==> config.mk <==
export PLATFORM = sky130hd
export DESIGN_NAME = infix_to_postfix_converter
export DESIGN_NICKNAME = d
export VERILOG_FILES = /design/src/hw/rtl/itp_pkg.sv /design/src/hw/rtl/itp_ram.sv /design/src/hw/rtl/itp_seq.sv /design/src/hw/rtl/infix_to_postfix_converter.sv
export SDC_FILE = /design/constraint.sdc
export NUM_CORES = 1
export LEC_CHECK = 0
export ABC_AREA = 0
export BUFFER_PORTS_ARGS = -buffer_cell sky130_fd_sc_hd__buf_2
export CORE_MARGIN = 2
export CORE_UTILIZATION = 35
export CTS_BUF_LIST = sky130_fd_sc_hd__clkbuf_8
export DETAILED_ROUTE_END_ITERATION = 12
export MAX_ROUTING_LAYER = met4
export SLEW_MARGIN = 20
export SYNTH_ARGS = -nofsm -noshare
export SYNTH_HDL_FRONTEND = slang
export SYNTH_SLANG_ARGS = --single-unit
==> constraint.sdc <==
create_clock -name i_clk -period 7.9 [get_ports i_clk]
set_input_delay 1.185 -clock i_clk [delete_from_list [all_inputs] [get_ports i_clk]]
set_output_delay 1.185 -clock i_clk [all_outputs]
set_load 0.02 [all_outputs]
==> src/hw/rtl/itp_pkg.sv <==
// types, character codes and helper functions for the infix to postfix converter
`default_nettype none
package itp_pkg;

    localparam logic [7:0] CH_LPAR  = 8'h28;
    localparam logic [7:0] CH_RPAR  = 8'h29;
    localparam logic [7:0] CH_CARET = 8'h5E;
    localparam logic [7:0] CH_STAR  = 8'h2A;
    localparam logic [7:0] CH_SLASH = 8'h2F;
    localparam logic [7:0] CH_PLUS  = 8'h2B;
    localparam logic [7:0] CH_MINUS = 8'h2D;

    localparam logic [1:0] PREC_POW = 2'd3;
    localparam logic [1:0] PREC_MUL = 2'd2;
    localparam logic [1:0] PREC_ADD = 2'd1;
    localparam logic [1:0] PREC_NONE = 2'd0;

    typedef enum logic [1:0] {
        ERR_NONE     = 2'd0,
        ERR_CLOSE    = 2'd1,
        ERR_OPEN     = 2'd2,
        ERR_OVERFLOW = 2'd3
    } t_err;

    typedef enum logic [1:0] {
        S_IDLE,
        S_WORK,
        S_WAIT,
        S_FIN
    } t_state;

    typedef struct packed {
        logic       mode;
        logic [7:0] ch;
    } t_in;

    typedef struct packed {
        logic [7:0] sym;
        logic       sym_valid;
        t_err       error;
        logic       last;
    } t_out;

    typedef struct packed {
        logic push;
        t_out data;
    } t_emit;

    function automatic logic [1:0] prec_of(input logic [7:0] c);
        logic [1:0] p;
        case (c)
            CH_CARET:          p = PREC_POW;
            CH_STAR, CH_SLASH: p = PREC_MUL;
            CH_PLUS, CH_MINUS: p = PREC_ADD;
            default:           p = PREC_NONE;
        endcase
        return p;
    endfunction

    function automatic logic is_operator(input logic [7:0] c);
        return prec_of(c) != PREC_NONE;
    endfunction

endpackage
`default_nettype wire

==> src/hw/rtl/itp_ram.sv <==
// generic single write port ram with registered read
`default_nettype none
module itp_ram #(
    parameter int WIDTH = 8,
    parameter int DEPTH = 32
) (
    input  wire logic                     i_clk,
    input  wire logic                     i_we,
    input  wire logic [$clog2(DEPTH)-1:0] i_waddr,
    input  wire logic [WIDTH-1:0]         i_wdata,
    input  wire logic [$clog2(DEPTH)-1:0] i_raddr,
    output logic      [WIDTH-1:0]         o_rdata
);

    logic [WIDTH-1:0] r_mem [DEPTH];
    logic [WIDTH-1:0] r_rdata;

    always_ff @(posedge i_clk) begin
        if (i_we) begin
            r_mem[i_waddr] <= i_wdata;
        end
        r_rdata <= r_mem[i_raddr];
    end

    assign o_rdata = r_rdata;

endmodule
`default_nettype wire

==> src/hw/rtl/itp_seq.sv <==
// sequencer: operator stack control, precedence compare and result ordering
`default_nettype none
module itp_seq #(
    parameter int STACK_DEPTH = 32
) (
    input  wire logic                           i_clk,
    input  wire logic                           i_rst_n,
    input  wire logic                           i_in_valid,
    output logic                                o_in_ready,
    input  wire itp_pkg::t_in                   i_in,
    output itp_pkg::t_emit                      o_emit,
    input  wire logic                           i_out_free,
    output logic                                o_ram_we,
    output logic [$clog2(STACK_DEPTH)-1:0]      o_ram_waddr,
    output logic [7:0]                          o_ram_wdata,
    output logic [$clog2(STACK_DEPTH)-1:0]      o_ram_raddr,
    input  wire logic [7:0]                     i_ram_rdata
);

    localparam int CW = $clog2(STACK_DEPTH + 1);
    localparam int AW = $clog2(STACK_DEPTH);

    itp_pkg::t_state r_state, n_state;
    logic [CW-1:0]   r_count, n_count;
    itp_pkg::t_out   r_pend, n_pend;
    logic            r_pend_v, n_pend_v;
    logic            r_open, n_open;
    logic            r_mode;
    logic [7:0]      r_ch;

    logic [CW-1:0]   cnt_m1;
    logic            has_top;
    logic            full;
    logic [7:0]      top;
    logic            act_emit, act_final, act_end, act_pop, act_push;
    logic            act_set_open, act_clr_open;
    itp_pkg::t_out   act_res;
    logic            push_req;
    itp_pkg::t_out   push_data;
    logic            stall;

    assign cnt_m1      = r_count - CW'(1);
    assign has_top     = r_count != '0;
    assign full        = r_count == CW'(STACK_DEPTH);
    assign top         = i_ram_rdata;
    assign o_ram_raddr = cnt_m1[AW-1:0];
    assign o_ram_waddr = r_count[AW-1:0];
    assign o_ram_wdata = r_ch;

    always_ff @(posedge i_clk) begin
        if (!i_rst_n) begin
            r_state  <= itp_pkg::S_IDLE;
            r_count  <= '0;
            r_pend_v <= 1'b0;
            r_open   <= 1'b0;
        end else begin
            r_state  <= n_state;
            r_count  <= n_count;
            r_pend_v <= n_pend_v;
            r_open   <= n_open;
        end
    end

    always_ff @(posedge i_clk) begin
        r_pend <= n_pend;
        if (o_in_ready && i_in_valid) begin
            r_mode <= i_in.mode;
            r_ch   <= i_in.ch;
        end
    end

    // decode of the current request against the stack top
    always_comb begin
        act_emit     = 1'b0;
        act_final    = 1'b0;
        act_end      = 1'b0;
        act_pop      = 1'b0;
        act_push     = 1'b0;
        act_set_open = 1'b0;
        act_clr_open = 1'b0;
        act_res      = '{sym: 8'd0, sym_valid: 1'b0, error: itp_pkg::ERR_NONE, last: 1'b0};
        if (r_mode) begin
            if (has_top) begin
                act_pop = 1'b1;
                if (top == itp_pkg::CH_LPAR) begin
                    act_set_open = 1'b1;
                end else begin
                    act_emit = 1'b1;
                    act_res.sym = top;
                    act_res.sym_valid = 1'b1;
                end
            end else begin
                act_emit = 1'b1;
                act_final = 1'b1;
                act_clr_open = 1'b1;
                if (r_open) begin
                    act_res.error = itp_pkg::ERR_OPEN;
                end
            end
        end else if (r_ch == itp_pkg::CH_LPAR || itp_pkg::is_operator(r_ch)) begin
            if (itp_pkg::is_operator(r_ch) && has_top &&
                itp_pkg::prec_of(top) >= itp_pkg::prec_of(r_ch)) begin
                act_pop = 1'b1;
                act_emit = 1'b1;
                act_res.sym = top;
                act_res.sym_valid = 1'b1;
            end else if (full) begin
                act_emit = 1'b1;
                act_final = 1'b1;
                act_res.error = itp_pkg::ERR_OVERFLOW;
            end else begin
                act_push = 1'b1;
                act_end = 1'b1;
            end
        end else if (r_ch == itp_pkg::CH_RPAR) begin
            if (has_top) begin
                act_pop = 1'b1;
                if (top == itp_pkg::CH_LPAR) begin
                    act_end = 1'b1;
                end else begin
                    act_emit = 1'b1;
                    act_res.sym = top;
                    act_res.sym_valid = 1'b1;
                end
            end else begin
                act_emit = 1'b1;
                act_final = 1'b1;
                act_res.error = itp_pkg::ERR_CLOSE;
            end
        end else begin
            act_emit = 1'b1;
            act_final = 1'b1;
            act_res.sym = r_ch;
            act_res.sym_valid = 1'b1;
        end
    end

    always_comb begin
        n_state    = r_state;
        n_count    = r_count;
        n_pend     = r_pend;
        n_pend_v   = r_pend_v;
        n_open     = r_open;
        o_in_ready = 1'b0;
        o_ram_we   = 1'b0;
        push_req   = 1'b0;
        push_data  = r_pend;
        push_data.last = 1'b0;
        stall      = 1'b0;
        o_emit     = '0;

        case (r_state)
            itp_pkg::S_IDLE: begin
                o_in_ready = 1'b1;
                if (i_in_valid) begin
                    n_state = itp_pkg::S_WORK;
                end
            end
            itp_pkg::S_WORK: begin
                if (act_emit && !act_final) begin
                    push_req = r_pend_v;
                end else if (act_emit) begin
                    push_req = 1'b1;
                    if (!r_pend_v) begin
                        push_data = act_res;
                        push_data.last = 1'b1;
                    end
                end else if (act_end) begin
                    push_req = r_pend_v;
                    push_data.last = 1'b1;
                end
                stall = push_req && !i_out_free;
                if (!stall) begin
                    o_emit.push = push_req;
                    o_emit.data = push_data;
                    if (act_pop) begin
                        n_count = cnt_m1;
                    end
                    if (act_push) begin
                        o_ram_we = 1'b1;
                        n_count = r_count + CW'(1);
                    end
                    if (act_set_open) begin
                        n_open = 1'b1;
                    end
                    if (act_clr_open) begin
                        n_open = 1'b0;
                    end
                    if (act_emit && !act_final) begin
                        n_pend = act_res;
                        n_pend_v = 1'b1;
                        n_state = itp_pkg::S_WAIT;
                    end else if (act_emit) begin
                        if (r_pend_v) begin
                            n_pend = act_res;
                            n_state = itp_pkg::S_FIN;
                        end else begin
                            n_state = itp_pkg::S_IDLE;
                        end
                    end else if (act_end) begin
                        n_pend_v = 1'b0;
                        n_state = itp_pkg::S_IDLE;
                    end else begin
                        n_state = itp_pkg::S_WAIT;
                    end
                end
            end
            itp_pkg::S_WAIT: begin
                n_state = itp_pkg::S_WORK;
            end
            itp_pkg::S_FIN: begin
                if (i_out_free) begin
                    o_emit.push = 1'b1;
                    o_emit.data = r_pend;
                    o_emit.data.last = 1'b1;
                    n_pend_v = 1'b0;
                    n_state = itp_pkg::S_IDLE;
                end
            end
            default: begin
                n_state = itp_pkg::S_IDLE;
            end
        endcase
    end

endmodule
`default_nettype wire

==> src/hw/rtl/infix_to_postfix_converter.sv <==
// top level: infix to postfix converter with operator stack ram and output register
// an accepted operand passes from the request register through the work state into the output register
// a new request is taken only once the previous one is finished and the sequencer is idle again;
// stack pops, a final result after an emitted operator and output stalls all lengthen a request
// reset (synchronous, active low) empties the stack and clears the output valid flag
// stack ram contents are not cleared; only entries below the count are ever used
`default_nettype none
module infix_to_postfix_converter #(
    parameter int STACK_DEPTH = 32
) (
    input  wire logic           i_clk,
    input  wire logic           i_rst_n,
    input  wire logic           i_valid,
    output logic                o_ready,
    input  wire itp_pkg::t_in   i_data,
    output logic                o_valid,
    input  wire logic           i_ready,
    output itp_pkg::t_out       o_data
);

    localparam int AW = $clog2(STACK_DEPTH);

    itp_pkg::t_emit  emit;
    logic            out_free;
    logic            ram_we;
    logic [AW-1:0]   ram_waddr;
    logic [7:0]      ram_wdata;
    logic [AW-1:0]   ram_raddr;
    logic [7:0]      ram_rdata;
    logic            r_out_valid;
    itp_pkg::t_out   r_out;

    assign out_free = !r_out_valid || i_ready;

    itp_seq #(
        .STACK_DEPTH(STACK_DEPTH)
    ) u_seq (
        .i_clk       (i_clk),
        .i_rst_n     (i_rst_n),
        .i_in_valid  (i_valid),
        .o_in_ready  (o_ready),
        .i_in        (i_data),
        .o_emit      (emit),
        .i_out_free  (out_free),
        .o_ram_we    (ram_we),
        .o_ram_waddr (ram_waddr),
        .o_ram_wdata (ram_wdata),
        .o_ram_raddr (ram_raddr),
        .i_ram_rdata (ram_rdata)
    );

    itp_ram #(
        .WIDTH(8),
        .DEPTH(STACK_DEPTH)
    ) u_stack (
        .i_clk   (i_clk),
        .i_we    (ram_we),
        .i_waddr (ram_waddr),
        .i_wdata (ram_wdata),
        .i_raddr (ram_raddr),
        .o_rdata (ram_rdata)
    );

    always_ff @(posedge i_clk) begin
        if (!i_rst_n) begin
            r_out_valid <= 1'b0;
        end else if (emit.push) begin
            r_out_valid <= 1'b1;
        end else if (i_ready) begin
            r_out_valid <= 1'b0;
        end
    end

    always_ff @(posedge i_clk) begin
        if (emit.push) begin
            r_out <= emit.data;
        end
    end

    assign o_valid = r_out_valid;
    assign o_data  = r_out;

endmodule
`default_nettype wire

-- Word level (Yosys, flattened, before mapping)
Memories as Yosys holds them, arrays and structs flattened. A register that Yosys moved wholly into a read port is not among the register bits.
Cells that the tools add are included.
- input port bits: 13
- flip-flop bits (word level): 43
- logic and storage cells: 158
- bits in writable memories: 256
- memories: 1
- output and inout port bits: 14
- muxes and demuxes: 88
- add/sub/neg operators: 2
- reduce and logical (&&, ||, !) cells: 29
- equal/unequal tests: 22
- magnitude comparators: 1
- bitwise logic cells: 1
- memory list (memory ; words ; bits a word ; rd ports ; clocked after memory_dff ; write ports ; line ; text):
    u_stack.r_mem ; 32 ; 8 ; 1 ; 1 ; 1 ; itp_ram.sv:15 ; logic [WIDTH-1:0] r_mem [DEPTH];
- operators with widths (operator ; count):
    equality test 8 x 6 -> 1 bit, second input constant ; 11
    two-way mux 12 bit ; 5
    two-way mux 1 bit ; 51
    two-way mux 9 bit ; 4
    two-way mux 11 bit ; 3
    two-way mux 2 bit ; 16
    two-way mux 13 bit ; 2
    one-hot mux 13 bit (2 select lines) ; 1
    equality test 8 x 7 -> 1 bit, second input constant ; 2
    nonzero test 2 bit ; 8
    two-way mux 6 bit ; 2
    one-hot mux 2 bit (3 select lines) ; 2
    AND reduction 3 bit ; 3
    one-hot mux 2 bit (4 select lines) ; 1
    OR reduction 2 bit ; 4
    adder 6 x 1 -> 6 bit, second input constant ; 1
    equality test 6 bit, second input constant ; 1
    nonzero test 6 bit ; 1
    subtractor 6 x 1 -> 6 bit, second input constant ; 1
    logical AND 1 bit ; 5
    AND reduction 5 bit ; 1
    equality test 2 bit, second input constant ; 2
    != test 2 bit, second input constant ; 2
    AND reduction 4 bit ; 1
    10 further kinds ; 13

-- Longest topological paths before layout
Gate-level depths: netlist (run 1).
- depth after elaboration: 23
- gate-level depth with buffers: 14
- depth with buffers taken out: 12

-- Hierarchy
A second synthesis (run 1) with hierarchy kept.
- cell total of the unflattened synthesis: 664
- area total of the unflattened synthesis: 12647.1 µm²
- by module, submodules not included (module ; seq. area each (µm²) ; cells an instance ; times used ; area each (µm²)):
    itp_ram ; 7847.5 ; 417 ; 1 ; 10053.4
    itp_seq ; 800.8 ; 231 ; 1 ; 2184.6
    infix_to_postfix_converter ; 380.4 ; 16 ; 1 ; 409.1

-- Least setup slack after synthesis (run 1)
No wires, ideal clock.
- kind: register -> register
- start: register u_seq.r_ch[0] (netlist: u_seq.o_ram_wdata[0])
- end: memory u_stack.r_mem[12][0], enable pin
- data required time: 7.530 ns
- data arrival time: 3.424 ns
- period minus slack after synthesis: 3.794 ns
- buffers on the path: 1
- slack: 4.106 ns
- setup time: 0.370 ns
- cell stages (with the launch flop): 14
- path through: edfxtp_1 buf_4 and4bb_1 nand2_1 o211ai_1 and3_1 ha_1 inv_1 a21boi_0 o21ai_1 o211a_1 o31ai_4 nand4_4 nor2_1
- cells in the longest elaborated chain, start to end: 20
- elaborated cells on any way between the ends: 45
- classes of those cells: order compare (1); eq/ne (7); mux (27); reduce/logical (10)
- RTL lines (item ; line ; text):
    start, declared ; itp_seq.sv:29 ; logic [7:0] r_ch;
    start signal, assigned ; itp_seq.sv:68 ; r_ch <= i_in.ch;
    branches (longest 16 deep; another with greater-or-equal comparator 2 bit) ; - ;
    two-way mux 1 bit * ; itp_seq.sv:173 ; if (!stall) begin
    two-way mux 1 bit * ; itp_seq.sv:152 ; case (r_state)
    two-way mux 1 bit * ; itp_ram.sv:19 ; if (i_we) begin
    two-way mux 1 bit (not written as such) * ; itp_ram.sv:20 ; r_mem[i_waddr] <= i_wdata;
    end, declared ; itp_ram.sv:15 ;
Mark *: on every way between the ends. The select of a mux whose other input is x is not followed.

-- Worst setup path after layout (run 1)
- start: register u_seq.r_ch[5] (netlist: u_seq.o_ram_wdata[5])
- end: memory u_stack.r_mem[26][0], enable pin
Same word-level chain as after synthesis.

==> metrics.txt, run 1 <==
# TYPE chip_impl_metric gauge
chip_impl_metric{name="globalRoute.totalOverflow",unit=""} 0
chip_impl_metric{name="post_cts_resize_count",unit=""} 0
chip_impl_metric{name="ir_drop",unit="mV"} 0.127
chip_impl_metric{name="synthesis.instances",unit=""} 657
chip_impl_metric{name="grt_first_pass_wirelength",unit="mm"} 44.0
chip_impl_metric{name="final.min_clock_period",unit="ns"} 4.47
chip_impl_metric{name="reg2reg_depth",unit=""} 13
chip_impl_metric{name="h-tree-depth",unit=""} 2
chip_impl_metric{name="cts_setup_buffers",unit=""} 0
chip_impl_metric{name="gp_congestion",unit=""} 0.831
chip_impl_metric{name="detailed_place.area",unit="mm^2"} 0.0134
chip_impl_metric{name="dieArea",unit="mm^2"} 0.0379
chip_impl_metric{name="num_vias",unit=""} 6556
chip_impl_metric{name="finalInstanceArea",unit="mm^2"} 0.0142
chip_impl_info{name="crit_end",value="u_stack.r_mem[26][0]$_DFFE_PP_"} 1
chip_impl_metric{name="hold_violations",unit=""} 0
chip_impl_metric{name="worst_pin_slew",unit="ns"} 1.10
chip_impl_metric{name="number_of_global_route_vias_before_repair",unit=""} 6650
chip_impl_info{name="grt_setup_unrepaired",value="no"} 1
chip_impl_metric{name="ys_seq_elements",unit=""} 307
chip_impl_metric{name="critPathMaxStageDelay",unit="ns"} 0.71
chip_impl_metric{name="synth_edf_count",unit=""} 288
chip_impl_metric{name="clk-insertion-delay-late",unit="ns"} 0.57
chip_impl_metric{name="ff_to_ff_setup_slack",unit="ns"} 3.43
chip_impl_metric{name="timing.critical_path.fanout_max",unit=""} 36
chip_impl_metric{name="place_worst_setup_slack",unit="ns"} 3.44
chip_impl_metric{name="async_flop_share",unit=""} 0
chip_impl_info{name="cts_tree",value="yes"} 1
chip_impl_metric{name="synth_top_area_share",unit=""} 0.680
chip_impl_metric{name="final_net_count",unit=""} 732
chip_impl_metric{name="wl_per_cell",unit="um"} 24.1
chip_impl_info{name="synthDominantAreaCellType",value="edfxtp_1"} 1
chip_impl_metric{name="finalMaxSlewViolations",unit=""} 0
chip_impl_metric{name="routed_wirelength",unit="mm"} 29.0
chip_impl_metric{name="fraction_of_final_layout_cells_with_drive_strength_greater_than_1",unit=""} 0.294
chip_impl_metric{name="num_rows",unit=""} 69
chip_impl_info{name="reg2reg_from",value="u_seq.o_ram_wdata[5]$_DFFE_PP_"} 1
chip_impl_metric{name="syn_area",unit="mm^2"} 0.0127
chip_impl_metric{name="pin_count",unit=""} 27
chip_impl_metric{name="area.growth.synth_to_final",unit="%"} 12.0
chip_impl_metric{name="yosys_warnings",unit=""} 0
chip_impl_metric{name="floorplan.die.height",unit="um"} 195
chip_impl_metric{name="grt_antenna_before_repair",unit=""} 0
chip_impl_metric{name="power_per_cell_area",unit="mW/mm^2"} 225
chip_impl_metric{name="layout_worst_path_cycle_share",unit=""} 0.566
chip_impl_metric{name="grt_max_degree",unit=""} 46
chip_impl_info{name="cts_root_buffer",value="clkbuf_8"} 1
chip_impl_metric{name="initial_utilization",unit=""} 0.357
chip_impl_metric{name="max_slew_margin",unit=""} 0.261
chip_impl_metric{name="vias_per_cell",unit=""} 5.43
chip_impl_info{name="crit_path_start_kind",value="register"} 1
chip_impl_metric{name="post_cts_hold_buffer_count",unit=""} 0
chip_impl_info{name="crit_chain",value="buf_4, nor4b_4, nand2_1, o211ai_1, and3_1, ha_1, inv_1, a21boi_0, o21ai_1, o21ai_2, nor3_4, nand4_4, nor2_1"} 1
chip_impl_metric{name="globalRouteTotalUtil",unit=""} 0.161
chip_impl_metric{name="synth.avg_cell_area",unit="um^2"} 19.4
chip_impl_metric{name="drt_first_pass_iters",unit=""} 5
chip_impl_metric{name="drt_iter0_markers",unit=""} 616
chip_impl_metric{name="worst_setup_hold_path_clk_slew",unit="ns"} 0.06
chip_impl_metric{name="i_o_buffers",unit=""} 26
chip_impl_metric{name="clock-sinks",unit=""} 307
chip_impl_metric{name="crit_arrival",unit="ns"} 4.67
chip_impl_info{name="dominantRegCellSynth",value="edfxtp_1"} 1
chip_impl_info{name="endpoint_kind",value="register"} 1
chip_impl_metric{name="cts_buffers",unit=""} 48
chip_impl_metric{name="power_leakage",unit="nW"} 4.44
chip_impl_metric{name="drv.max_cap_violation_count",unit=""} 0
chip_impl_metric{name="synth_sequential_area_ratio",unit=""} 0.710
chip_impl_metric{name="fin_worst_skew",unit="ns"} 0.0256
chip_impl_info{name="startpoint",value="u_seq.o_ram_wdata[5]$_DFFE_PP_"} 1
chip_impl_info{name="min_from",value="u_seq.r_pend[6]$_DFFE_PP_"} 1
chip_impl_info{name="min-delay-path-class",value="register to register"} 1
chip_impl_info{name="r2r-end",value="u_stack.r_mem[26][0]$_DFFE_PP_"} 1
chip_impl_metric{name="final_antenna_net_count",unit=""} 0
chip_impl_metric{name="core_area",unit="mm^2"} 0.0357
chip_impl_metric{name="detail_route.drc_violations",unit=""} 0
chip_impl_metric{name="detailed_place_hpwl",unit="mm"} 17.9
chip_impl_metric{name="die_width",unit="um"} 195
chip_impl_info{name="run_status",value="completed"} 1
chip_impl_metric{name="synth_nets",unit=""} 677
chip_impl_metric{name="synth_cell_type_count",unit=""} 78
chip_impl_metric{name="setup_viol",unit=""} 0
chip_impl_info{name="yosys-top-cells-area",value="edfxtp_1 (68%), mux4_2 (14%), dfxtp_1 (3.0%), nor2_1 (1.3%), a22o_1 (1.2%)"} 1
chip_impl_metric{name="max-clock-path-buffers",unit=""} 3
chip_impl_metric{name="fmax",unit="MHz"} 223
chip_impl_metric{name="diodes",unit=""} 0
chip_impl_metric{name="layout_setup_ws",unit="ns"} 3.43
chip_impl_info{name="crit_slowest_cell",value="nor2_1"} 1
chip_impl_metric{name="critPathRequiredTime",unit="ns"} 8.09
chip_impl_metric{name="fin_setup_tns",unit="ns"} 0
chip_impl_info{name="ws_path_type",value="register to register"} 1
[how the worst min path moves through the flow]
stage	slack (ns)	cells past startpoint	end
after global placement	0.52	1	o_data[9]$_DFFE_PP_
after detailed placement	0.52	1	o_data[6]$_DFFE_PP_
final	0.53	1	o_data[6]$_DFFE_PP_
after global routing	0.55	1	o_data[1]$_DFFE_PP_
after CTS	0.54	1	o_data[6]$_DFFE_PP_
after floorplan	0.50	2	u_seq.r_count[5]$_SDFFE_PN0P_
[per-layer routing]
layer	vias up	track usage	share of wire
met4	0	0.0510	0.025
met2	244	0.249	0.47
li1	2853	-	-
met1	3405	0.217	0.44
met3	54	0.0292	0.060
met5	-	-	0
[critical path: cells and delay by family (launching register included)]
family / cells / cell delay, ns
AOI/OAI and AO/OA: 4 / 0.78
adders and majority gates: 1 / 0.22
buffers and inverters: 2 / 0.45
DFF: 1 / 0.32
and+or+nand+nor: 6 / 2.30
[flip-flops by register name (all words and copies together), names as in the netlist]
name and count:
o_data 12, u_seq.r_open 1, u_seq.r_mode 1, u_seq.o_ram_wdata 8, u_stack.o_rdata 8, u_seq.r_count 6, u_stack.r_mem 256, u_seq.r_state 2
u_seq.r_pend 11, o_valid 1, u_seq.r_pend_v 1
[cell families after synthesis]
kind of cell / synth area share
multiplexers: 0.152
adder cells (fa/ha/maj): 0.00689
AO/OA/AOI/OAI: 0.0467
buffers and inverters: 0.0139
XOR/XNOR: 0.00413
flip-flops: 0.710
AND/OR/NAND/NOR: 0.0662
[synth_stat cells, types with 2 or more instances]
master and number:
a21boi_1 2, a21oi_1 9, a21oi_2 3, a22o_1 18
a31o_2 2, a31oi_1 2, a32o_1 2, and2_1 4
and3_1 6, buf_1 2, buf_2 7, buf_4 3
clkbuf_1 19, clkbuf_2 2, dfxtp_1 19, edfxtp_1 288
ha_1 7, inv_1 4, mux2_2 8, mux2i_1 4
mux4_2 80, nand2_1 19, nand2b_1 6, nand3_1 5
nand3b_1 7, nand4_1 2, nand4_4 4, nor2_1 44
nor2b_1 4, nor3_1 4, nor3b_1 2, nor4_1 2
nor4b_4 2, o211ai_1 2, o21ai_0 7, o21ai_2 2
o31ai_1 2, o41ai_1 3, or2_2 2, or3_1 4
or3b_2 2, xnor2_1 5
[final cells by class]
cell class	count	area [um^2]
multi-input combinational	311	3530
fill	3142	21400
clock buffer	48	661
inverter	5	18.8
timing repair buffer	39	228
clock inverter	36	196
sequential	307	9030
tap	461	577
[power by group]
group	switching [W]	internal, W	leakage, nW	total, W
clock	0.000607	0.000604	0.487	0.00121
combinational	0.000108	0.0000619	1.20	0.000170
sequential	0.0000178	0.00180	2.76	0.00182
total	0.000733	0.00247	4.44	0.00320
[placed cells by master (no fill, tap or decap), types with 4 or more instances in the layout]
cell	instances
a21oi_1	9
a22o_1	18
and2_1	4
and3_1	6
buf_2	26
buf_4	13
clkbuf_8	48
clkinv_1	14
clkinv_2	8
dfxtp_1	18
edfxtp_1	288
ha_1	6
inv_1	15
mux2_2	8
mux2i_1	4
mux4_2	80
nand2_1	19
nand2b_1	6
nand3_1	5
nand3b_1	7
nand4_4	4
nor2_1	44
nor2b_1	4
nor3_1	4
o21ai_0	7
or3_1	4
[through the flow]
step                utilization  std cells  total power (W)  hold slack, ns
finish                    0.399       1207          0.00320           0.535
global route              0.399       1207          0.00331           0.550
CTS                       0.399       1207          0.00323           0.535
detailed placement        0.375       1123          0.00202           0.521
global placement          0.375       1123          0.00202           0.518
floorplan                     -        657          0.00196           0.502
(Power assumes the default switching activity.)
==> run 2: changes to the inputs <==
clock period = 4.04 ns   (was 7.9 ns; I/O delays follow)
==> run 2 against run 1 <==
Net effect: clock power is 96% higher; sequential share of layout area is 1.6 points lower; combinational power is 100% higher; design area is 2.6% higher.
==> metrics.txt, run 2 (synthesized netlist as in run 1, its figures left out) <==
# TYPE chip_impl_metric gauge
chip_impl_info{name="run_status",value="completed"} 1
chip_impl_metric{name="gp_congestion",unit=""} 0.822
chip_impl_metric{name="drv.max_cap_violation_count",unit=""} 0
chip_impl_metric{name="cts_buffers",unit=""} 49
chip_impl_metric{name="crit_arrival",unit="ns"} 3.95
chip_impl_metric{name="wl_per_cell",unit="um"} 22.8
chip_impl_info{name="min_from",value="i_data[7]"} 1
chip_impl_metric{name="fraction_of_final_layout_cells_with_drive_strength_greater_than_1",unit=""} 0.333
chip_impl_metric{name="power_per_cell_area",unit="mW/mm^2"} 429
chip_impl_metric{name="reg2reg_depth",unit=""} 14
chip_impl_metric{name="final_cell_count_no_fill",unit=""} 1251
chip_impl_metric{name="multi_input_comb_area",unit="mm^2"} 0.00353
chip_impl_info{name="cts_tree",value="yes"} 1
chip_impl_metric{name="globalRoute.totalOverflow",unit=""} 0
chip_impl_metric{name="clk-insertion-delay-late",unit="ns"} 0.58
chip_impl_metric{name="clock-sinks",unit=""} 307
chip_impl_metric{name="max-clock-path-buffers",unit=""} 3
chip_impl_metric{name="initial_utilization",unit=""} 0.357
chip_impl_metric{name="routed_wirelength",unit="mm"} 28.5
chip_impl_info{name="grt_setup_unrepaired",value="no"} 1
chip_impl_metric{name="detailed_place_hpwl",unit="mm"} 18.1
chip_impl_metric{name="drt_first_pass_iters",unit=""} 5
chip_impl_metric{name="post_cts_hold_buffer_count",unit=""} 0
chip_impl_metric{name="layout_worst_path_cycle_share",unit=""} 0.903
chip_impl_info{name="reg2reg_from",value="u_seq.o_ram_wdata[4]$_DFFE_PP_"} 1
chip_impl_metric{name="final_net_count",unit=""} 780
chip_impl_metric{name="h-tree-depth",unit=""} 2
chip_impl_metric{name="grt_antenna_before_repair",unit=""} 1
chip_impl_info{name="r2r-end",value="u_stack.r_mem[25][0]$_DFFE_PP_"} 1
chip_impl_metric{name="drt_iter0_markers",unit=""} 662
chip_impl_metric{name="grt_first_pass_wirelength",unit="mm"} 43.4
chip_impl_info{name="min-delay-path-class",value="input pin to register"} 1
chip_impl_metric{name="num_vias",unit=""} 6677
chip_impl_metric{name="nFillCells",unit=""} 3160
chip_impl_metric{name="post_cts_resize_count",unit=""} 0
chip_impl_info{name="worstHoldEndpoint",value="u_seq.o_ram_wdata[7]$_DFFE_PP_"} 1
chip_impl_metric{name="num_rows",unit=""} 69
chip_impl_metric{name="final.min_clock_period",unit="ns"} 3.65
chip_impl_metric{name="core_area",unit="mm^2"} 0.0357
chip_impl_metric{name="timing.critical_path.fanout_max",unit=""} 8
chip_impl_metric{name="fmax",unit="MHz"} 274
chip_impl_info{name="layout_commonest_cell",value="edfxtp_1"} 1
chip_impl_metric{name="pin_count",unit=""} 27
chip_impl_metric{name="critPathRequiredTime",unit="ns"} 4.34
chip_impl_metric{name="ir_drop",unit="mV"} 0.197
chip_impl_metric{name="post-place-cells",unit=""} 1170
chip_impl_metric{name="final_antenna_net_count",unit=""} 0
chip_impl_metric{name="cts_setup_buffers",unit=""} 0
chip_impl_metric{name="seq_area",unit="mm^2"} 0.00903
chip_impl_info{name="crit_chain",value="nand2b_1, nor3b_1, o21ai_0, o41ai_1, nand3_1, ha_1, a21boi_0, o21ai_1, o211a_1, o31ai_4, buf_4, nand4_4, nor2_1, buf_4"} 1
chip_impl_metric{name="floorplan.die.height",unit="um"} 195
chip_impl_metric{name="fin_util",unit=""} 0.410
chip_impl_metric{name="critPathMaxStageDelay",unit="ns"} 0.52
chip_impl_metric{name="die_width",unit="um"} 195
chip_impl_info{name="crit_slowest_cell",value="edfxtp_1"} 1
chip_impl_info{name="ws_path_type",value="register to register"} 1
chip_impl_metric{name="power_leakage",unit="nW"} 4.69
chip_impl_metric{name="fin_setup_tns",unit="ns"} 0
chip_impl_metric{name="area.growth.synth_to_final",unit="%"} 14.9
chip_impl_info{name="endpoint_kind",value="register"} 1
chip_impl_info{name="crit_path_start_kind",value="register"} 1
chip_impl_metric{name="hold_violations",unit=""} 0
chip_impl_metric{name="worst_setup_hold_path_clk_slew",unit="ns"} 0.06
chip_impl_metric{name="worst_pin_slew",unit="ns"} 0.894
chip_impl_metric{name="dieArea",unit="mm^2"} 0.0379
chip_impl_metric{name="grt_max_degree",unit=""} 72
chip_impl_metric{name="fin_worst_skew",unit="ns"} 0.0305
chip_impl_metric{name="max_slew_margin",unit=""} 0.402
chip_impl_info{name="path_common_cell",value="buf_4"} 1
chip_impl_metric{name="ff_to_ff_setup_slack",unit="ns"} 0.39
chip_impl_info{name="most-common-layout-cells",value="edfxtp_1 (288), mux4_2 (80), buf_4 (58)"} 1
chip_impl_metric{name="detail_route.drc_violations",unit=""} 0
chip_impl_metric{name="worstHoldPathCells",unit=""} 1
chip_impl_metric{name="finalMaxSlewViolations",unit=""} 0
chip_impl_info{name="top_register",value="u_stack.r_mem"} 1
chip_impl_metric{name="setup_viol",unit=""} 0
chip_impl_metric{name="largest_register_ffs",unit=""} 256
chip_impl_metric{name="vias_per_cell",unit=""} 5.34
chip_impl_metric{name="globalRouteTotalUtil",unit=""} 0.158
chip_impl_info{name="cts_root_buffer",value="clkbuf_8"} 1
chip_impl_metric{name="total_chip_power",unit="W"} 0.00626
chip_impl_metric{name="i_o_buffers",unit=""} 26
chip_impl_metric{name="number_of_global_route_vias_before_repair",unit=""} 6776
==> run 2: cell types whose count changed in the layout (fill, tap and decap cells not counted) <==
cell	before	now
clkbuf_8	48	49
diode_2	0	1
clkinv_1	14	11
clkinv_4	1	0
inv_8	1	2
buf_12	0	2
clkinv_8	1	0
clkinv_2	8	4
clkinvlp_4	0	1
buf_4	13	58
inv_1	15	17
==> run 2: layer usage <==
| metal | up-vias | routed length (um) | track usage |
|---|---|---|---|
| met1 | 3476 | 12600 | 0.213 |
| li1 | 2938 | - | - |
| met3 | 63 | 1510 | 0.0309 |
| met2 | 200 | 13600 | 0.240 |
| met4 | 0 | 796 | 0.0558 |
| met5 | - | 0 | - |
==> run 2: area by class of cell <==
class | count | share of cell area
Clock buffer | 49 | 0.0462
Sequential cell | 307 | 0.619
Timing Repair Buffer | 86 | 0.0415
Antenna cell | 1 | 0.000171
Clock inverter | 31 | 0.0114
Inverter | 5 | 0.00129
Multi-Input combinational cell | 311 | 0.241
Tap cell | 461 | 0.0395
==> run 2: worst max path at each step <==
stage,start,endpoint,slack [ns],depth (start not counted)
detailed placement,u_seq.o_ram_wdata[4]$_DFFE_PP_,u_stack.r_mem[25][7]$_DFFE_PP_,0.37,14
CTS,u_seq.o_ram_wdata[4]$_DFFE_PP_,u_stack.r_mem[25][0]$_DFFE_PP_,0.39,14
global route,u_seq.o_ram_wdata[4]$_DFFE_PP_,u_stack.r_mem[25][7]$_DFFE_PP_,0.17,14
global placement,u_seq.o_ram_wdata[4]$_DFFE_PP_,u_stack.r_mem[25][0]$_DFFE_PP_,0.45,14
finish,u_seq.o_ram_wdata[4]$_DFFE_PP_,u_stack.r_mem[25][0]$_DFFE_PP_,0.39,14
floorplan,u_seq.o_ram_wdata[0]$_DFFE_PP_,u_stack.r_mem[12][0]$_DFFE_PP_,0.25,13
==> run 2: critical path, delay by kind of cell (launching register included) <==
family / cells / cell delay [ns]
AO/OA/AOI/OAI: 6 / 1.15
AND/OR/NAND/NOR: 5 / 0.98
flip-flops: 1 / 0.52
buffers and inverters: 2 / 0.41
adder cells (fa/ha/maj): 1 / 0.30
==> run 2: where the power goes <==
group	internal (W)	switching, W	total, W	leakage (nW)
sequential	0.00352	0.0000333	0.00355	2.76
combinational	0.000132	0.000210	0.000342	1.45
clock	0.00119	0.00118	0.00237	0.479
total	0.00484	0.00142	0.00626	4.69
==> run 2: through the flow <==
stage / area [um^2] / hold slack [ns] / worst slack, ns
2_1_floorplan: 12700 / 0.502 / 0.246
3_3_place_gp: 13800 / 0.520 / 0.452
3_5_place_dp: 13800 / 0.528 / 0.373
4_1_cts: 14600 / 0.164 / 0.388
5_1_grt: 14600 / 0.167 / 0.172
6_report: 14600 / 0.193 / 0.391
